==> src/sv/assert_macros.svh <==
// Assertion macros shared by the occupancy grid RTL.
`ifndef ASSERT_MACROS_SVH
`define ASSERT_MACROS_SVH

// Same-cycle implication, checked on the rising edge of clk_i outside reset.
`define OG_ASSERT_IMPL(lbl, pre, post) \
  lbl: assert property (@(posedge clk_i) disable iff (!rst_ni) (pre) |-> (post)) \
    else $error("occupancy grid assertion failed");

// Next-cycle implication, checked on the rising edge of clk_i outside reset.
`define OG_ASSERT_NEXT(lbl, pre, post) \
  lbl: assert property (@(posedge clk_i) disable iff (!rst_ni) (pre) |=> (post)) \
    else $error("occupancy grid assertion failed");

`endif

==> src/sv/ogrid_pkg.sv <==
// Types, codes and defaults shared by the occupancy grid modules.
`timescale 1ns / 1ps

package ogrid_pkg;

  localparam int unsigned ROWS_PER_SIDE_DEF = 256;
  localparam int unsigned ROW_BITS_DEF      = 64;
  localparam int unsigned COORD_W           = 32;
  localparam int unsigned COUNT_W           = 17;
  localparam logic [COUNT_W-1:0] COUNT_MAX  = '1;

  localparam logic [1:0] OP_ADD   = 2'd0;
  localparam logic [1:0] OP_QUERY = 2'd1;
  localparam logic [1:0] OP_CLEAR = 2'd2;

  localparam logic [1:0] ST_DONE   = 2'd0;
  localparam logic [1:0] ST_MARKED = 2'd1;
  localparam logic [1:0] ST_RANGE  = 2'd2;

  typedef struct packed {
    logic [1:0]                opcode;
    logic signed [COORD_W-1:0] cell_x;
    logic signed [COORD_W-1:0] cell_y;
  } in_item_t;

  typedef struct packed {
    logic [1:0]                status;
    logic                      occupied;
    logic [COUNT_W-1:0]        marked_count;
    logic signed [COORD_W-1:0] low_x;
    logic signed [COORD_W-1:0] high_x;
    logic signed [COORD_W-1:0] low_y;
    logic signed [COORD_W-1:0] high_y;
  } out_item_t;

  // Outcome of evaluating one row word.
  typedef struct packed {
    logic [1:0] status;
    logic       occupied;
    logic       write;
    logic       update;
    logic       bump;
  } row_res_t;

  typedef struct packed {
    logic [COUNT_W-1:0]        count;
    logic signed [COORD_W-1:0] low_x;
    logic signed [COORD_W-1:0] high_x;
    logic signed [COORD_W-1:0] low_y;
    logic signed [COORD_W-1:0] high_y;
  } stats_t;

endpackage

==> src/sv/ogrid_ram.sv <==
// Generic single-write, single-read RAM with a registered read port.
`timescale 1ns / 1ps

module ogrid_ram #(
  parameter int unsigned WIDTH = 8,
  parameter int unsigned DEPTH = 2 * ogrid_pkg::ROWS_PER_SIDE_DEF
) (
  input  logic                     clk_i,
  input  logic                     we_i,
  input  logic [$clog2(DEPTH)-1:0] waddr_i,
  input  logic [WIDTH-1:0]         wdata_i,
  input  logic                     re_i,
  input  logic [$clog2(DEPTH)-1:0] raddr_i,
  output logic [WIDTH-1:0]         rdata_o
);

  logic [WIDTH-1:0] mem_q [DEPTH];
  logic [WIDTH-1:0] rdata_q;

  always_ff @(posedge clk_i) begin
    if (we_i) begin
      mem_q[waddr_i] <= wdata_i;
    end
    if (re_i) begin
      rdata_q <= mem_q[raddr_i];
    end
  end

  assign rdata_o = rdata_q;

endmodule

==> config.mk <==
export PLATFORM = sky130hd
export DESIGN_NAME = ogrid_ram
export DESIGN_NICKNAME = d
export VERILOG_FILES = /design/src/sv/assert_macros.svh /design/src/sv/ogrid_pkg.sv /design/src/sv/ogrid_ram.sv
export SDC_FILE = /design/constraint.sdc
export NUM_CORES = 2
export LEC_CHECK = 0
export BUFFER_PORTS_ARGS = -buffer_cell sky130_fd_sc_hd__buf_2
export CAP_MARGIN = 5
export CORE_MARGIN = 1.5
export CORE_UTILIZATION = 50
export DETAILED_ROUTE_END_ITERATION = 6
export PLACE_DENSITY = 0.69
export SLEW_MARGIN = 30
export SYNTH_ARGS = -nofsm -noshare
export SYNTH_HDL_FRONTEND = slang
export SYNTH_SLANG_ARGS = --single-unit
==> constraint.sdc <==
create_clock -name clk_i -period 3.85 [get_ports clk_i]
set_clock_uncertainty 0.2 [all_clocks]
set_input_delay 0.77 -clock clk_i [delete_from_list [all_inputs] [get_ports clk_i]]
set_output_delay 0.77 -clock clk_i [all_outputs]
set_load 0.02 [all_outputs]
==> impl_metrics.ini <==
[clock_network]
cts_tree = built
insertion_delay_ps = 960
htree_num_levels = 5
ctsHoldBuffers = 0
cts_buffers = 399
clockBufferDepth = 4
cts_setup_buffers = 0
root_buffer = clkbuf_16
ctsResizeCount = 0
cts.reportedPaths.clkPinSlew_ps = 60
clock_sinks = 4104

[route]
wl_per_cell_um = 31.46
viasPerCell = 6.367
ant_nets = 0
vias = 85540
drt-pass1-iter-count = 7
wirelength_um = 422700
drc_errors = 10
drt-initial-drc-count = 12010

[synth]
yosysUniqueCellTypes = 50
ys.flop_type = edfxtp_1
synth_fa_ha_area_frac = 0
synthSimpleGateAreaFrac = 0.02630
async_flop_share = 0
syn_area_um2 = 160000
synth_warnings = 0
synth-edff-count = 4104
ys_seq_elements = 4104
ys_seq_area_frac = 0.7702
synthCells = 8030
synth_top_family_by_area = multiplexers
synth_xor_area_frac = 0
syn-num-nets = 8059
synthMuxAreaShare = 0.1419
synth_compound_area_frac = 0.04311
postSynthAreaPerCell_um2 = 19.93

[cells_and_area]
drive_above_1_share = 0.2417
nFillCells = 22560
final_cell_mix = edfxtp_1, buf_4, mux2i_1
multi_input_comb_area_um2 = 34040
fin_nets = 8939
final_cells = 13440
final_cell_area_um2 = 184400
area_growth_pct = 15.22
seqCellArea_um2 = 123200
mostFrequentLayoutCell = edfxtp_1

[timing]
maxSlewHeadroom = 0.2933
fin_crit_sh = 1.004
postLayoutSetupSlackWorst_ps = -15.14
clock.fmax_mhz = 258.7
finalSetupViolations = 1
rsz0062_at_grt = false
hold_violations = 0
maxSlewViolCount = 0
hold_ws_ps = 77.89
worst_pin_slew_ps = 1060
period_needed_ps = 3865

[placement]
gp_congestion = 0.9509
hpwl_um = 268500
port_buffers = 36
placed_cell_area_um2 = 171800
placedCellCount = 12690

[die]
rows = 207
die_w_um = 568.7
core-area_um2 = 318300
dieArea_um2 = 323400
io_pins = 37
start_util = 0.5027
dieHeight_um = 568.7

[worst_setup_path]
critPathMaxStageDelay_ps = 690
cp.arrival_ps = 4490
cpMostUsedCell = buf_4
cp_slowest_cell = nor4_1
end_kind = register
path_cells = buf_12 -> buf_12 -> buf_4 -> mux2i_1 -> o221ai_1 -> nor3_1 -> nor4_1 -> buf_4 -> o311ai_0 -> buf_4 -> nor4_1 -> buf_4 -> o2111a_1
setup.worst_path.class = input pin to register
crit_fanout = 29
rr_worst_depth = 11
worstSetupStartpointType = input pin
crit_required_ps = 4480

[run]
cap_violations = 0

[power_and_ir_drop]
cellPowerDensity_nw_per_um2 = 498.5
ir_drop_mv = 0.3926
power.total_w = 0.09190
leakagePower_nw = 60.04

[worst_hold_path]
whs_path_depth = 1
hp-class = input pin to register

[grt]
grt_use_total = 0.2593
grt_max_degree = 128
grt_pass1_wl_um = 606600
antenna_found_initial = 30
grt_overflow = 0
grt_pass1_vias = 84720

[outcome]
status = finished with violations
violations = DRC, setup timing
==> worst paths after layout <==
path,slack (ps),startpoint,endpoint
min,80,wdata_i[1],mem_q[122][1]$_DFFE_PP_
max,-20,raddr_i[0],rdata_o[4]$_DFFE_PP_
max reg2reg,390,mem_q[267][4]$_DFFE_PP_,rdata_o[4]$_DFFE_PP_
min reg2reg,1060,mem_q[372][2]$_DFFE_PP_,rdata_o[2]$_DFFE_PP_
==> per-layer routing <==
layer  GRT usage  part of all wire  routed length, um
met1      0.3646              0.38             161200
met2      0.4038              0.47             198100
met3     0.05666              0.11              47410
met4     0.08959             0.038              15900
met5           0           0.00032                135
==> sequential cells by signal, indices dropped and copies added, names as in the netlist <==
name     count
mem_q     4096
rdata_o      8
==> synth_stat cells (3+ instances only) <==
master	instances	area share
a2111oi_0	3	0.00016
o311ai_0	5	0.00027
or2_2	4	0.00016
o2111a_1	8	0.00056
clkbuf_1	265	0.0062
buf_1	41	0.00096
mux2i_1	797	0.050
nand2_1	111	0.0026
buf_4	70	0.0033
nand2b_1	4	0.00016
o31ai_1	13	0.00061
nor2b_1	6	0.00023
and3_1	4	0.00016
o221ai_1	371	0.020
a211oi_1	17	0.00080
and2_1	20	0.00078
a22o_1	5	0.00027
nor3b_1	8	0.00038
edfxtp_1	4104	0.77
o22ai_1	163	0.0064
o22a_1	3	0.00016
buf_8	11	0.0010
buf_2	57	0.0018
buf_6	64	0.0045
buf_12	5	0.00063
a21oi_1	194	0.0061
and3b_1	4	0.00022
nor4_1	36	0.0014
o41ai_1	7	0.00038
nor2_1	597	0.014
o21ai_0	118	0.0037
nor3_1	109	0.0034
nand3_1	36	0.0011
mux4_2	654	0.092
a22oi_1	61	0.0029
or3_1	6	0.00023
nand4_1	32	0.0013
==> critical path: cells and delay by family <==
kind | cells | cell delay [ps]
muxes | 1 | 150
AOI/OAI and AO/OA | 3 | 580
buffers and inverters | 6 | 1460
and+or+nand+nor | 3 | 1410
==> logic make-up (layout without fill, tap and decap cells) <==
logic type      count (synthesis)  after routing
flops                        4104           4104
simple gates                  980            980
mux                          1451           1451
buf+inv                       516           1728
other cells                     0             14
compound gates                979            979
==> final cells by class <==
class,count,share of cell area
well taps,4180,0.02837
multi-input cells,3410,0.1846
repair buffers,992,0.05023
diodes,14,0.0001900
inverters,3,0.0001018
clock inverters,243,0.01166
clock buffers,490,0.05636
flip-flops and latches,4104,0.6685
==> stage by stage <==
stage | worst slack [ps] | TNS, ps | util
after global placement | -839.0 | -4556 | 0.5394
after floorplan | 768.5 | 0 | -
final | -15.14 | -15.14 | 0.5792
after CTS | 200.1 | 0 | 0.5790
after global routing | 36.13 | 0 | 0.5791
after detailed placement | -758.4 | -3342 | 0.5396
==> report_power, final <==
part	switching, W	total, W	internal [W]
Clock	0.0166	0.0377	0.0211
Sequential	0.0000537	0.0493	0.0492
Combinational	0.00319	0.00495	0.00176
Note: power is estimated with default switching activity, not from simulation.
