--- src/sv/assert_macros.svh ---
// Assertion macros shared by the occupancy grid RTL.
`ifndef ASSERT_MACROS_SVH
`define ASSERT_MACROS_SVH

// Same-cycle implication, checked on the rising edge of clk_i outside reset.
`define OG_ASSERT_IMPL(lbl, pre, post) \
  lbl: assert property (@(posedge clk_i) disable iff (!rst_ni) (pre) |-> (post)) \
    else $error("occupancy grid assertion failed");

// Next-cycle implication, checked on the rising edge of clk_i outside reset.
`define OG_ASSERT_NEXT(lbl, pre, post) \
  lbl: assert property (@(posedge clk_i) disable iff (!rst_ni) (pre) |=> (post)) \
    else $error("occupancy grid assertion failed");

`endif

--- src/sv/ogrid_pkg.sv ---
// Types, codes and defaults shared by the occupancy grid modules.
`timescale 1ns / 1ps

package ogrid_pkg;

  localparam int unsigned ROWS_PER_SIDE_DEF = 256;
  localparam int unsigned ROW_BITS_DEF      = 64;
  localparam int unsigned COORD_W           = 32;
  localparam int unsigned COUNT_W           = 17;
  localparam logic [COUNT_W-1:0] COUNT_MAX  = '1;

  localparam logic [1:0] OP_ADD   = 2'd0;
  localparam logic [1:0] OP_QUERY = 2'd1;
  localparam logic [1:0] OP_CLEAR = 2'd2;

  localparam logic [1:0] ST_DONE   = 2'd0;
  localparam logic [1:0] ST_MARKED = 2'd1;
  localparam logic [1:0] ST_RANGE  = 2'd2;

  typedef struct packed {
    logic [1:0]                opcode;
    logic signed [COORD_W-1:0] cell_x;
    logic signed [COORD_W-1:0] cell_y;
  } in_item_t;

  typedef struct packed {
    logic [1:0]                status;
    logic                      occupied;
    logic [COUNT_W-1:0]        marked_count;
    logic signed [COORD_W-1:0] low_x;
    logic signed [COORD_W-1:0] high_x;
    logic signed [COORD_W-1:0] low_y;
    logic signed [COORD_W-1:0] high_y;
  } out_item_t;

  // Outcome of evaluating one row word.
  typedef struct packed {
    logic [1:0] status;
    logic       occupied;
    logic       write;
    logic       update;
    logic       bump;
  } row_res_t;

  typedef struct packed {
    logic [COUNT_W-1:0]        count;
    logic signed [COORD_W-1:0] low_x;
    logic signed [COORD_W-1:0] high_x;
    logic signed [COORD_W-1:0] low_y;
    logic signed [COORD_W-1:0] high_y;
  } stats_t;

endpackage

--- src/sv/ogrid_rowop.sv ---
// Evaluates one row word for an add or a query and builds the updated word.
`timescale 1ns / 1ps

module ogrid_rowop #(
  parameter int unsigned ROW_BITS = ogrid_pkg::ROW_BITS_DEF
) (
  input  logic [1:0]                                      opcode_i,
  input  logic [ogrid_pkg::COORD_W-1:0]                   cell_x_i,
  input  logic                                            row_ok_i,
  input  logic                                            started_i,
  input  logic [ogrid_pkg::COORD_W+2*ROW_BITS:0]          rdata_i,
  output logic [ogrid_pkg::COORD_W+2*ROW_BITS:0]          wdata_o,
  output ogrid_pkg::row_res_t                             res_o
);

  localparam int unsigned CW     = ogrid_pkg::COORD_W;
  localparam int unsigned WORD_W = 1 + CW + 2 * ROW_BITS;
  localparam int unsigned BIT_W  = $clog2(ROW_BITS);

  logic                anchor;
  logic [CW-1:0]       col_origin;
  logic [ROW_BITS-1:0] left_bits;
  logic [ROW_BITS-1:0] right_bits;
  logic [CW:0]         dx;
  logic [CW:0]         cx;
  logic                on_left;
  logic                col_ok;
  logic [BIT_W-1:0]    bit_idx;
  logic [ROW_BITS-1:0] mask;
  logic                hit;

  assign anchor     = rdata_i[WORD_W-1];
  assign col_origin = rdata_i[WORD_W-2 -: CW];
  assign left_bits  = rdata_i[2*ROW_BITS-1:ROW_BITS];
  assign right_bits = rdata_i[ROW_BITS-1:0];

  // Offset from the row's column anchor; negative offsets map to the left bitmap.
  assign dx      = {cell_x_i[CW-1], cell_x_i} - {col_origin[CW-1], col_origin};
  assign cx      = ~dx;
  assign on_left = dx[CW];
  assign col_ok  = on_left ? (cx < (CW+1)'(ROW_BITS)) : (dx < (CW+1)'(ROW_BITS));
  assign bit_idx = on_left ? cx[BIT_W-1:0] : dx[BIT_W-1:0];
  assign mask    = ROW_BITS'(1) << bit_idx;
  assign hit     = on_left ? left_bits[bit_idx] : right_bits[bit_idx];

  always_comb begin
    res_o   = '0;
    wdata_o = rdata_i;
    res_o.status = ogrid_pkg::ST_DONE;
    if (opcode_i == ogrid_pkg::OP_ADD) begin
      if (!row_ok_i) begin
        res_o.status = ogrid_pkg::ST_RANGE;
      end else if (!anchor) begin
        // First cell of this row sets its column anchor at bit zero on the right.
        wdata_o        = {1'b1, cell_x_i, {ROW_BITS{1'b0}}, ROW_BITS'(1)};
        res_o.write    = 1'b1;
        res_o.update   = 1'b1;
        res_o.bump     = 1'b1;
        res_o.occupied = 1'b1;
      end else if (!col_ok) begin
        res_o.status = ogrid_pkg::ST_RANGE;
      end else if (hit) begin
        res_o.status   = ogrid_pkg::ST_MARKED;
        res_o.update   = 1'b1;
        res_o.occupied = 1'b1;
      end else begin
        if (on_left) begin
          wdata_o = {1'b1, col_origin, left_bits | mask, right_bits};
        end else begin
          wdata_o = {1'b1, col_origin, left_bits, right_bits | mask};
        end
        res_o.write    = 1'b1;
        res_o.update   = 1'b1;
        res_o.bump     = 1'b1;
        res_o.occupied = 1'b1;
      end
    end else if (opcode_i == ogrid_pkg::OP_QUERY) begin
      if (started_i) begin
        if (!row_ok_i) begin
          res_o.status = ogrid_pkg::ST_RANGE;
        end else if (anchor) begin
          if (!col_ok) begin
            res_o.status = ogrid_pkg::ST_RANGE;
          end else begin
            res_o.occupied = hit;
          end
        end
      end
    end
  end

endmodule

--- config.mk ---
export PLATFORM = sky130hd
export DESIGN_NAME = ogrid_rowop
export DESIGN_NICKNAME = d
export VERILOG_FILES = /design/src/sv/assert_macros.svh /design/src/sv/ogrid_pkg.sv /design/src/sv/ogrid_rowop.sv
export SDC_FILE = /design/constraint.sdc
export NUM_CORES = 1
export LEC_CHECK = 0
export BUFFER_PORTS_ARGS = -buffer_cell sky130_fd_sc_hd__buf_2
export CORE_AREA = 2 2 142 144
export DETAILED_ROUTE_END_ITERATION = 12
export DIE_AREA = 0 0 144 146
export PLACE_DENSITY_LB_ADDON = 0.05
export SYNTH_ARGS = -nofsm -noshare
export SYNTH_HDL_FRONTEND = slang
export SYNTH_SLANG_ARGS = --single-unit
--- constraint.sdc ---
create_clock -name vclk -period 11.1
set_input_delay 2.22 -clock vclk [all_inputs]
set_output_delay 2.22 -clock vclk [all_outputs]
set_load 0.05 [all_outputs]
==> qor.txt <==
status - complete, no violations
DRT Pass-1 Iters - 6
met1 Usage GRT - 50.1%
layout cells sized above 1 - 32.7%
Peak VDD IR - 39.8 uV
antenna violations before repair - 2
crit-path max FO - 32
area added between synthesis and finish - 25.1%
Die H - 146 um
total gr overflow - 0
Vias - 11000
IO buf count - 364
Max Freq - 0.0991 GHz
fin area - 9640 um^2
post-cts resize count - 0
Mapped Cells - 1211
pin count of the biggest net entering global routing - 92
vias in the first global route - 9871
Routed Antenna Nets - 0
final setup vio count - 0
die width - 144 um
Post-CTS Setup Bufs - 0
first-pass GRT wire length - 57600 um
placed inst area - 9640 um^2
DR vias/cell - 6.20
hold_buf cts - 0
most numerous cell in the Yosys netlist - nand2_1
die area - 21000 um^2
Crit path arrival time - 7.87 ns
placeable core area - 19300 um^2
placed insts - 1772
global placer's final weighted congestion - 1.00
met2 GRT Util - 52.5%
most instantiated cells after synthesis - nand2_1, o21ai_1, nor2_1
critical path capture point type - output port
Storage cell area - 0 um^2
1st-iter DRT viols - 1025
share of the synthesized area in the top cell type - 11.6%
RSZ-0062 raised after global routing - false
relative slew slack - 21.8%
Leakage Power - 0.00460 uW
syn_nets - 1441
met3 usage - 8.00%
Netlist cell types - 87
Tot Pwr - 867 uW
sequential cells - 0
CLK BUF - 0
Tcrit/Tclk final - 90.9%
largest area contributor in the netlist - nand2_1
PwrDens - 89.9 nW/um^2
setup TNS - 0 ns
register area share after synthesis - 0%
worst hold stages - 3
critical path class - input port to output port
Routed wire per std cell - 22.0 um
nets@finish - 1739
Starting Density - 39.9%
FILL cells - 2105
min Tclk post-route - 10.09 ns
GRT Total Usage - 34.8%
Mean Syn Cell Area - 6.37 um^2
Mapped Area - 7710 um^2
CP required - 8.88 ns
GRT Max-Usage Layer - met2
area of the multi-input gates - 7100 um^2
Cell Rows - 51
worst hold path class - input port to output port
Synth area leaders - nand2_1, o21ai_1, mux2_2, mux4_2, mux2i_1
CP startpoint kind - input port
DR DRC count - 0
fin. max-slew vios - 0
worst-margin pin slew - 1.16 ns
Final Hold Viols - 0
Cell Count, Final, Fillers Out - 1773
Max-Cap Viols - 0
Ys Warns - 0
I/O Pins - 364
Post-Route WL - 39000 um
HPWL after detailed placement - 31000 um
## critical path, stage by stage
cell       delay [ns]
buf_2            0.07
inv_1            0.04
ha_2             0.20
fa_4             0.46
nor2b_1          0.17
o2111a_1         0.25
o21a_1           0.21
o2111ai_2        0.26
nand3_1          0.42
nand2_1          0.68
a22oi_1          0.48
o211ai_1         0.12
o311ai_0         0.63
a2bb2o_1         0.32
nand4_4          0.57
o21ai_1          0.42
buf_2            0.32
## final timing paths
check | startpoint | slack [ns] | endpoint
worst max-delay path | cell_x_i[0] | 1.01 | wdata_o[8]
worst min-delay path | opcode_i[1] | 4.81 | res_o[5]
## power by group
part / switching, uW / internal, uW / leakage (uW)
clock network: 0 / 0.0000121 / 0.00000000634
registers: 0 / 0 / 0
logic: 590 / 277 / 0.00460
total: 590 / 277 / 0.00460
## per-layer routing
metal	vias to the layer above	part of all wire, %
met2	682	43
met5	-	0.028
met3	69	12
met4	2	2.5
met1	5131	43
li1	5105	-
## cell usage in the layout (no fill, tap or decap), types with 30 or more instances in the layout
cell | synthesis | final
nor2_1 | 72 | 71
mux2i_1 | 41 | 41
buf_2 | 32 | 364
o21ai_0 | 53 | 53
o21ai_1 | 113 | 113
a21oi_1 | 70 | 70
mux2_2 | 43 | 43
nand2_1 | 238 | 238
inv_1 | 54 | 54
ha_1 | 32 | 30
## cell type report
class                      instances  area share (%)
inverter                          56            2.18
tap                              265            3.44
multi-input combinational       1064            73.7
timing repair buffer             387            20.7
antenna                            1          0.0260
## kinds of logic (layout without fill, tap and decap cells)
logic type	after synthesis	in the layout	synth area share [%]
buffers and inverters	147	443	8.16
adder cells (fa/ha/maj)	33	33	5.45
AND/OR/NAND/NOR	449	449	26.9
XOR/XNOR	33	33	3.85
multiplexers	106	106	17.9
other	0	1	0
AO/OA/AOI/OAI	443	443	37.7
## through the flow
step                hold slack (ns)  util, %  worst slack [ns]
finish                         4.81     49.9              1.01
global route                   4.83     49.8             0.883
CTS                            4.81     49.8              1.28
detailed placement             4.81     49.8              1.30
global placement               4.80     49.8              1.48
floorplan                      4.62        -              1.60
(Power assumes the default switching activity.)
