<file path="src/sv/assert_macros.svh">
// Assertion macros shared by the occupancy grid RTL.
`ifndef ASSERT_MACROS_SVH
`define ASSERT_MACROS_SVH

// Same-cycle implication, checked on the rising edge of clk_i outside reset.
`define OG_ASSERT_IMPL(lbl, pre, post) \
  lbl: assert property (@(posedge clk_i) disable iff (!rst_ni) (pre) |-> (post)) \
    else $error("occupancy grid assertion failed");

// Next-cycle implication, checked on the rising edge of clk_i outside reset.
`define OG_ASSERT_NEXT(lbl, pre, post) \
  lbl: assert property (@(posedge clk_i) disable iff (!rst_ni) (pre) |=> (post)) \
    else $error("occupancy grid assertion failed");

`endif

</file>
<file path="src/sv/ogrid_pkg.sv">
// Types, codes and defaults shared by the occupancy grid modules.
`timescale 1ns / 1ps

package ogrid_pkg;

  localparam int unsigned ROWS_PER_SIDE_DEF = 256;
  localparam int unsigned ROW_BITS_DEF      = 64;
  localparam int unsigned COORD_W           = 32;
  localparam int unsigned COUNT_W           = 17;
  localparam logic [COUNT_W-1:0] COUNT_MAX  = '1;

  localparam logic [1:0] OP_ADD   = 2'd0;
  localparam logic [1:0] OP_QUERY = 2'd1;
  localparam logic [1:0] OP_CLEAR = 2'd2;

  localparam logic [1:0] ST_DONE   = 2'd0;
  localparam logic [1:0] ST_MARKED = 2'd1;
  localparam logic [1:0] ST_RANGE  = 2'd2;

  typedef struct packed {
    logic [1:0]                opcode;
    logic signed [COORD_W-1:0] cell_x;
    logic signed [COORD_W-1:0] cell_y;
  } in_item_t;

  typedef struct packed {
    logic [1:0]                status;
    logic                      occupied;
    logic [COUNT_W-1:0]        marked_count;
    logic signed [COORD_W-1:0] low_x;
    logic signed [COORD_W-1:0] high_x;
    logic signed [COORD_W-1:0] low_y;
    logic signed [COORD_W-1:0] high_y;
  } out_item_t;

  // Outcome of evaluating one row word.
  typedef struct packed {
    logic [1:0] status;
    logic       occupied;
    logic       write;
    logic       update;
    logic       bump;
  } row_res_t;

  typedef struct packed {
    logic [COUNT_W-1:0]        count;
    logic signed [COORD_W-1:0] low_x;
    logic signed [COORD_W-1:0] high_x;
    logic signed [COORD_W-1:0] low_y;
    logic signed [COORD_W-1:0] high_y;
  } stats_t;

endpackage

</file>
<file path="src/sv/ogrid_stats.sv">
// Tracks the start flag, the marked-cell count and the extent of added cells.
`timescale 1ns / 1ps

module ogrid_stats (
  input  logic                          clk_i,
  input  logic                          rst_ni,
  input  logic                          clear_i,
  input  logic                          update_i,
  input  logic                          bump_i,
  input  logic [ogrid_pkg::COORD_W-1:0] cell_x_i,
  input  logic [ogrid_pkg::COORD_W-1:0] cell_y_i,
  output logic                          started_o,
  output ogrid_pkg::stats_t             stats_next_o
);

  logic              started_q, started_d;
  ogrid_pkg::stats_t stats_q, stats_d;

  always_comb begin
    started_d = started_q;
    stats_d   = stats_q;
    if (clear_i) begin
      started_d = 1'b0;
      stats_d   = '0;
    end else begin
      if (update_i) begin
        if (!started_q) begin
          started_d      = 1'b1;
          stats_d.low_x  = cell_x_i;
          stats_d.high_x = cell_x_i;
          stats_d.low_y  = cell_y_i;
          stats_d.high_y = cell_y_i;
        end else begin
          if ($signed(cell_x_i) < $signed(stats_q.low_x))  stats_d.low_x  = cell_x_i;
          if ($signed(cell_x_i) > $signed(stats_q.high_x)) stats_d.high_x = cell_x_i;
          if ($signed(cell_y_i) < $signed(stats_q.low_y))  stats_d.low_y  = cell_y_i;
          if ($signed(cell_y_i) > $signed(stats_q.high_y)) stats_d.high_y = cell_y_i;
        end
      end
      if (bump_i && (stats_q.count != ogrid_pkg::COUNT_MAX)) begin
        stats_d.count = stats_q.count + ogrid_pkg::COUNT_W'(1);
      end
    end
  end

  always_ff @(posedge clk_i or negedge rst_ni) begin
    if (!rst_ni) begin
      started_q <= 1'b0;
      stats_q   <= '0;
    end else begin
      started_q <= started_d;
      stats_q   <= stats_d;
    end
  end

  assign started_o    = started_q;
  assign stats_next_o = stats_d;

endmodule

</file>
<file path="config.mk">
export PLATFORM = sky130hd
export DESIGN_NAME = ogrid_stats
export DESIGN_NICKNAME = d
export VERILOG_FILES = /design/src/sv/assert_macros.svh /design/src/sv/ogrid_pkg.sv /design/src/sv/ogrid_stats.sv
export SDC_FILE = /design/constraint.sdc
export NUM_CORES = 1
export LEC_CHECK = 0
export ABC_AREA = 1
export BUFFER_PORTS_ARGS = -buffer_cell sky130_fd_sc_hd__buf_2
export CAP_MARGIN = 5
export CORE_MARGIN = 10
export CORE_UTILIZATION = 40
export CTS_CLUSTER_SIZE = 28
export DETAILED_ROUTE_END_ITERATION = 10
export GPL_TIMING_DRIVEN = 0
export PLACE_DENSITY_LB_ADDON = 0.08
export REMOVE_ABC_BUFFERS = 1
export SKIP_LAST_GASP = 1
export SYNTH_ARGS = -nofsm -noshare
export SYNTH_HDL_FRONTEND = slang
export SYNTH_SLANG_ARGS = --single-unit
</file>
<file path="constraint.sdc">
create_clock -name clk_i -period 6.44 [get_ports clk_i]
set_input_delay 0.644 -clock clk_i [delete_from_list [all_inputs] [get_ports clk_i]]
set_output_delay 0.644 -clock clk_i [all_outputs]
set_load 0.02 [all_outputs]
</file>
==> results.md, run 1 <==
### Logic synthesis
• **share of the yosys chip area belonging to registers** 35.2%
• **prevailing post-synth register cell** sky130_fd_sc_hd__dfrtp_1
• **Synth Warn #** 0
• **total of flip-flops plus latches after synthesis** 146
• **number of instances in the synthesized netlist** 1439
• **syn avg cell area** 7.22 um^2
• **number of synthesized flops with an enable pin** 0
• **number of library cell types mapped by synthesis** 35
• **share of flip-flops with an asynchronous set or reset after synthesis** 100%
• **area of the mapped netlist** 10400 um^2

### Pwr
• **total power divided by cell area** 241 nW/um^2
• **maximum resistive drop on vdd** 140 uV
• **design internal power** 1.91 mW
• **leakage** 6.78 nW
• **P_sw** 1.04 mW
• **Comb power frac** 28.2%
• **Power, Total** 2.95 mW
• **Sw Ratio** 35.3%
• **clock network fraction of total power** 36.6%
• **sequential fraction of design power** 35.1%

### STA
• **headroom to the max-slew limit** 44.9%
• **Setup-failing EPs final** 0
• **Worst Slack Setup Final** 2.18 ns
• **ratio of final minimum period to clock period** 66.1%
• **slew of the pin with the lowest slew margin** 0.826 ns
• **final-layout worst hold slack** 0.186 ns
• **clock skew** 0.0192 ns
• **total negative setup slack** 0 ns
• **minimum clock period** 4.26 ns
• **Peak Freq** 235 MHz
• **setup repair after global routing missed its margin** false
• **number of slew-limit violations in the final report** 0
• **number of endpoints with negative hold slack in the final report** 0

### Finish
• **most used cells in the layout excluding fill and tap cells** 266 x sky130_fd_sc_hd__nand2_1, 238 x sky130_fd_sc_hd__inv_1, 212 x sky130_fd_sc_hd__buf_2, 198 x sky130_fd_sc_hd__a21oi_1, 172 x sky130_fd_sc_hd__nor2_1
• **fraction of final layout cells sized beyond drive strength 1** 16.7%
• **area delta synth->final** 18.2%
• **Register Area** 3650 um^2
• **end-of-flow core utilization** 48.3%
• **Layout fillers** 2662
• **area occupied by multi-input gates** 5450 um^2
• **most common cell after layout, fill and taps aside** sky130_fd_sc_hd__nand2_1
• **nets** 1803

### Detailed routing
• **mean number of vias per cell** 4.84
• **total via count after detailed routing** 9450
• **met3 wirelength from detailed routing** 1570 um
• **metal2 WL** 13700 um
• **drt initial violations** 542
• **Routed WL per cell** 14.8 um
• **WL final** 28900 um
• **post-detailed-route count of antenna-violating nets** 0
• **Highest Signal Layer** met4
• **wire length on met1** 13400 um
• **TritonRoute pass-1 iters** 4
• **DRC violation count after routing** 0

### Worst setup path
• **nature of the critical path startpoint** flip-flop
• **highest fanout seen on the critical path** 35
• **library cell contributing the largest single delay on the critical path** sky130_fd_sc_hd__nand3_2
• **startpoint-to-endpoint class of the critical path** flip-flop to output port
• **Buffers & Inverters on Critical Path** 3
• **CP Capture Type** output port
• **Req. time, crit path** 5.80 ns
• **largest delay contributor family on the critical path** simple AND/OR/NAND/NOR gates
• **worst-path cell chain** inv_1, ha_1, a21oi_1, nor2_1, nor3_1, nand2_1, nand2_1, nand2_1, nand2_1, nand2_1, nand2_1, nand3_2, buf_12, nand3_1, nand2_1, nor2_1, buf_2
• **dominant cell type by count on the critical path** sky130_fd_sc_hd__nand2_1
• **crit path DAT** 3.61 ns
• **peak per-stage delay on the critical path** 0.62 ns

### Hold path
• **path class of the lowest-slack min-delay path** primary input to asynchronous set/reset pin

### Clock network
• **clock-pin slew reported for the worst setup and hold paths after clock tree synthesis** 0.07 ns
• **clock tree sinks** 146
• **insertion delay to the later sink of the worst-skew pair** 0.43 ns
• **buffers inserted by post-CTS timing repair** 0
• **hold_buf cts** 0
• **CTS tree** yes
• **post-cts gate resize count** 0
• **CTS Root Buffer Type** sky130_fd_sc_hd__clkbuf_16
• **CTS HTree Levels** 4
• **clk buf depth** 2
• **number of buffers inserted during clock tree synthesis** 17

### Global routing
• **initial antenna violation count** 4
• **global-route wire length before repair** 47000 um
• **gr usage total** 17.3%
• **overall overflow remaining after global route** 0
• **largest net degree at the start of global routing** 140
• **number of global-route vias before repair** 9161

### Place
• **weighted congestion at the end of routability-driven global placement** 0.778
• **DP Wirelength** 20500 um
• **count of buffers inserted at the top-level ports** 214
• **worst setup slack before clock tree synthesis** 2.28 ns

### Outcome
• **result of the run** finished, final reports clean

### Run
• **reported max-cap violation count** 0

### Floorplan
• **Initial Util** 40.9%
• **row cnt** 58
• **die boundary width** 181 um
• **die footprint** 32800 um^2
• **Floorplan Core Area** 25400 um^2
• **die extent in y** 181 um
• **I/O Pins** 215

==> metal layers <==
layer,global-route usage [%],vias up
met3,4.84,19
met1,21.4,4312
met4,4.49,0
li1,-,4945
met2,28.9,174
met5,0,-
==> synth_stat cells, types with 9 or more instances <==
library cell               count  share of area (%)
sky130_fd_sc_hd__buf_6        11                1.2
sky130_fd_sc_hd__dfrtp_1     146                 35
sky130_fd_sc_hd__buf_2        13               0.63
sky130_fd_sc_hd__a21oi_1     198                9.5
sky130_fd_sc_hd__nor2_1      172                6.2
sky130_fd_sc_hd__clkbuf_1     35                1.3
sky130_fd_sc_hd__o21ai_0      22                1.1
sky130_fd_sc_hd__ha_1        128                 15
sky130_fd_sc_hd__nand3_1     141                6.8
sky130_fd_sc_hd__buf_1        10               0.36
sky130_fd_sc_hd__nand2_1     266                9.6
sky130_fd_sc_hd__inv_1       239                8.6
sky130_fd_sc_hd__nand4_1       9               0.54
==> final timing paths <==
path | start | endpoint | slack, ns | cells after the start
setup / recovery | stats_q[101]$_DFF_PN0_ | stats_next_o[109] | 2.18 | 17
hold / removal | rst_ni | stats_q[99]$_DFF_PN0_ | 0.19 | 1
setup reg to reg | stats_q[101]$_DFF_PN0_ | stats_q[109]$_DFF_PN0_ | 3.36 | 16
hold reg to reg | stats_q[3]$_DFF_PN0_ | stats_q[3]$_DFF_PN0_ | 0.55 | 2
max in group asynchronous | rst_ni | stats_q[60]$_DFF_PN0_ | 5.44 | 2
min in group clk_i | stats_q[3]$_DFF_PN0_ | stats_q[3]$_DFF_PN0_ | 0.55 | 2
==> power by group through the flow <==
| stage | combinational (mW) | clock (mW) | sequential [mW] |
|---|---|---|---|
| floorplan | 0.550 | 0 | 1.04 |
| global placement | 0.839 | 0 | 1.05 |
| detailed placement | 0.844 | 0 | 1.05 |
| CTS | 0.849 | 1.11 | 1.04 |
| global route | 0.958 | 1.14 | 1.05 |
| finish | 0.833 | 1.08 | 1.04 |
==> registers in the layout (all words and copies together), names as in the netlist <==
signal,count
started_o,1
stats_q,145
==> area by class of cell <==
class                   count  share of cell area, %
multi-input cells         979                   44.4
flip-flops and latches    146                   29.8
repair buffers            219                   9.89
inverters                 243                   7.47
clock buffers              19                   3.61
well taps                 330                   3.37
clock inverters            13                   1.42
diodes                      4                 0.0816
==> through the flow <==
| step | instance area [um^2] | std cells |
|---|---|---|
| CTS | 12300 | 1949 |
| global route | 12300 | 1952 |
| detailed placement | 11600 | 1917 |
| floorplan | 10000 | 1368 |
| global placement | 11500 | 1912 |
| finish | 12300 | 1953 |
==> cells by family after synthesis <==
| group | after synthesis | share of synthesized area (%) |
|---|---|---|
| AO/OA/AOI/OAI | 234 | 11.6 |
| XOR/XNOR | 2 | 0.169 |
| adder cells (fa/ha/maj) | 128 | 15.4 |
| buffers and inverters | 314 | 12.4 |
| flip-flops | 146 | 35.2 |
| AND/OR/NAND/NOR | 615 | 25.2 |
No activity file was read; power rests on OpenSTA's default activity.
==> inputs of run 2 (changes only) <==
- ABC_AREA: 1 -> 0
- clock period: 6.44 -> 3.6 ns (I/O delays scaled with it)
==> results.md, run 2 <==
### Outcome
• **result of the run** complete, but fails checks
• **violated checks** negative setup slack

### Logic synthesis
• **Synth Warn #** 0, unchanged
• **share of flip-flops with an asynchronous set or reset after synthesis** 100%, unchanged
• **number of synthesized flops with an enable pin** 0, unchanged
• **area of the mapped netlist** 9350 um^2, -10%
• **total of flip-flops plus latches after synthesis** 146, unchanged
• **cells taking the most area after synthesis** sky130_fd_sc_hd__dfrtp_1 39%, sky130_fd_sc_hd__ha_1 17%, sky130_fd_sc_hd__mux2i_1 10%
• **number of instances in the synthesized netlist** 996, -31%
• **syn avg cell area** 9.39 um^2, +30%
• **most used standard cells in the synthesized netlist** 146 x sky130_fd_sc_hd__dfrtp_1, 136 x sky130_fd_sc_hd__inv_1, 128 x sky130_fd_sc_hd__ha_1
• **share of the yosys chip area belonging to registers** 39.1%, +3.9 points
• **post-synth top area share** 39.1%, +3.9 points
• **number of library cell types mapped by synthesis** 51, +46%
• **prevailing post-synth register cell** sky130_fd_sc_hd__dfrtp_1
• **count leader, synth** sky130_fd_sc_hd__dfrtp_1
• **cell accounting for the most synthesized area** sky130_fd_sc_hd__dfrtp_1

### Detailed routing
• **WL final** 30600 um, +5.9%
• **mean number of vias per cell** 5.10, +5.3%
• **TritonRoute pass-1 iters** 5, +1
• **drt initial violations** 439, -19%
• **total via count after detailed routing** 8254, -13%
• **Routed WL per cell** 18.9 um, +28%
• **DRC violation count after routing** 0, unchanged
• **post-detailed-route count of antenna-violating nets** 0, unchanged

### Global routing
• **number of global-route vias before repair** 8319, -9.2%
• **GR met2 Demand/Resource** 29.9%, +1.0 points
• **met3 Resource Use GR** 4.92%, +0.088 points
• **global-route layer with the greatest usage** met2
• **overall overflow remaining after global route** 0, unchanged
• **global-route wire length before repair** 45800 um, -2.5%
• **largest net degree at the start of global routing** 94, -33%
• **initial antenna violation count** 2, -2
• **gr usage total** 18.8%, +1.5 points
• **met1 Usage GRT** 24.2%, +2.8 points

### STA
• **ratio of final minimum period to clock period** 104%
• **total negative setup slack** -5.74 ns, -5.74 ns
• **minimum clock period** 3.76 ns
• **setup repair after global routing missed its margin** true
• **slew of the pin with the lowest slew margin** 0.652 ns, -0.174 ns
• **Setup-failing EPs final** 64, +64
• **Peak Freq** 266 MHz
• **number of endpoints with negative hold slack in the final report** 0, unchanged
• **clock skew** 0.00929 ns, -0.00993 ns
• **Worst Slack Setup Final** -0.156 ns, -2.34 ns
• **headroom to the max-slew limit** 56.5%, +12 points
• **number of slew-limit violations in the final report** 0, unchanged

### Clock network
• **clk buf depth** 2, unchanged
• **clock-pin slew reported for the worst setup and hold paths after clock tree synthesis** 0.07 ns, about the same
• **clock tree sinks** 146, unchanged
• **number of buffers inserted during clock tree synthesis** 17, unchanged
• **insertion delay to the later sink of the worst-skew pair** 0.43 ns, about the same
• **CTS tree** yes
• **CTS Root Buffer Type** sky130_fd_sc_hd__clkbuf_16
• **CTS HTree Levels** 4, unchanged

### Worst setup path
• **highest fanout seen on the critical path** 6, -83%
• **worst-path cell chain** inv_1, ha_1, and4_1, a221o_1, a2111o_1, or4b_4, nand3_4, buf_12, mux2i_1, nor2_1, buf_4
• **startpoint-to-endpoint class of the critical path** flip-flop to output port
• **nature of the critical path startpoint** flip-flop
• **library cell contributing the largest single delay on the critical path** sky130_fd_sc_hd__or4b_4
• **r2r worst-path depth** 12, -4
• **CP Capture Type** output port
• **worst-case register-to-register setup slack** 0.44 ns, -2.92 ns
• **Critical Path Source** stats_q[116]$_DFF_PN0_
• **Buffers & Inverters on Critical Path** 3, unchanged
• **endpoint of the worst register-to-register path** stats_q[108]$_DFF_PN0_
• **end point of the critical path** stats_next_o[111]
• **peak per-stage delay on the critical path** 0.55 ns, -0.07 ns
• **Req. time, crit path** 3.24 ns, -2.56 ns
• **crit path DAT** 3.40 ns, -0.21 ns
• **worst flop-to-flop path startpoint** stats_q[116]$_DFF_PN0_
• **number of gates on the worst path with buffers counted** 11, -6
• **largest delay contributor family on the critical path** simple AND/OR/NAND/NOR gates

### Finish
• **flip-flop count of the largest register, all copies and words added** 145, unchanged
• **area delta synth->final** 46.6%
• **most used cells in the layout excluding fill and tap cells** 146 x sky130_fd_sc_hd__dfrtp_1, 129 x sky130_fd_sc_hd__buf_2, 128 x sky130_fd_sc_hd__inv_1, 118 x sky130_fd_sc_hd__buf_4, 114 x sky130_fd_sc_hd__nor2_1
• **nets** 1490, -17%
• **Layout fillers** 2015, -24%
• **most common cell after layout, fill and taps aside** sky130_fd_sc_hd__dfrtp_1
• **area occupied by multi-input gates** 5900 um^2, +8.3%
• **Biggest register** stats_q
• **Register Area** 3650 um^2, unchanged
• **fraction of final layout cells sized beyond drive strength 1** 35.8%, +19 points

### Hold path
• **path class of the lowest-slack min-delay path** primary input to flip-flop

### Floorplan
• **I/O Pins** 215, unchanged
• **Floorplan Core Area** 22800 um^2, -10%
• **row cnt** 55, -5.2%
• **Initial Util** 40.9%, about the same
• **die boundary width** 173 um, -4.6%
• **die footprint** 29900 um^2, -8.9%
• **die extent in y** 173 um, -4.6%

### Run
• **reported max-cap violation count** 0, unchanged

### Place
• **weighted congestion at the end of routability-driven global placement** 0.823, +5.8%
• **worst setup slack before clock tree synthesis** -0.303 ns, -2.59 ns
• **count of buffers inserted at the top-level ports** 214, unchanged
• **DP Wirelength** 19500 um, -4.9%

### Pwr
• **total power divided by cell area** 394 nW/um^2, +64%
• **maximum resistive drop on vdd** 274 uV, +96%
• **leakage** 6.67 nW, -1.6%

run 2: metrics by stage:
stage	utilization, %	instance area [um^2]	instances	power (mW)	hold slack (ns)
6_report	60.0	13700	1620	5.41	0.232
5_1_grt	60.0	13700	1620	5.69	0.223
4_1_cts	53.1	12100	1560	5.12	0.232
3_5_place_dp	47.4	10800	1492	3.07	0.321
3_3_place_gp	46.5	10600	1484	3.05	0.539
2_1_floorplan	-	9160	957	2.60	0.0644
run 2: cell type report:
cell class | instances | share of cell area (%)
clock inverters | 13 | 1.17
multi-input cells | 679 | 43.0
well taps | 313 | 2.86
diodes | 1 | 0.0183
repair buffers | 313 | 19.3
inverters | 136 | 3.73
flip-flops and latches | 146 | 26.7
clock buffers | 19 | 3.23
run 2: how the worst min path moves through the flow:
stage                                     start               endpoint  slack [ns]  depth (start not counted)
after floorplan                          rst_ni  started_o$_DFFE_PN0P_        0.06                          0
after global placement    stats_q[38]$_DFF_PN0_  stats_q[38]$_DFF_PN0_        0.54                          2
after detailed placement                 rst_ni  stats_q[41]$_DFF_PN0_        0.32                          1
after CTS                          cell_y_i[13]  stats_q[13]$_DFF_PN0_        0.23                          3
after global routing                cell_y_i[5]   stats_q[5]$_DFF_PN0_        0.22                          3
final                               cell_y_i[5]   stats_q[5]$_DFF_PN0_        0.23                          3
run 2: kinds of logic after synthesis:
group           count (synthesis)  share of synthesized area, %
simple gates                  257                          13.3
fa+ha+maj                     128                          17.1
buf+inv                       175                          7.43
flops                         146                          39.1
xor+xnor                       12                          1.12
mux                            98                          10.5
compound gates                180                          11.4
run 2: report_power, final:
part	internal [mW]	switching (mW)	total (mW)
Combinational	0.776	0.941	1.72
Clock	1.11	0.772	1.88
Sequential	1.75	0.0560	1.81
Total	3.64	1.77	5.41
run 2: what timing repair did:
item | CTS | global route
cloned | 5 | 16
pin swaps | 36 | 97
hold buffers | 1 | 0
endpoints found under the setup margin | 140 | 139
gates resized for setup | 69 | 239
buffers inserted | 30 | 44
endpoints found under the hold margin | 53 | 0
run 2: per-layer routing:
layer | up-vias | wire, um
li1 | 4040 | -
met5 | - | 10
met2 | 195 | 14300
met4 | 2 | 524
met3 | 28 | 1630
met1 | 3989 | 14100
run 2: worst reg2reg max path, stage by stage (launching register included):
cell and delay [ns]:
sky130_fd_sc_hd__dfrtp_1 0.34, sky130_fd_sc_hd__inv_1 0.05, sky130_fd_sc_hd__ha_1 0.27, sky130_fd_sc_hd__and4_1 0.22, sky130_fd_sc_hd__a221o_1 0.37, sky130_fd_sc_hd__a2111o_1 0.39, sky130_fd_sc_hd__or4b_4 0.55, sky130_fd_sc_hd__nand3_4 0.15
sky130_fd_sc_hd__buf_12 0.15, sky130_fd_sc_hd__mux2i_4 0.24, sky130_fd_sc_hd__nor2_4 0.06, sky130_fd_sc_hd__buf_4 0.15, sky130_fd_sc_hd__buf_4 0.12
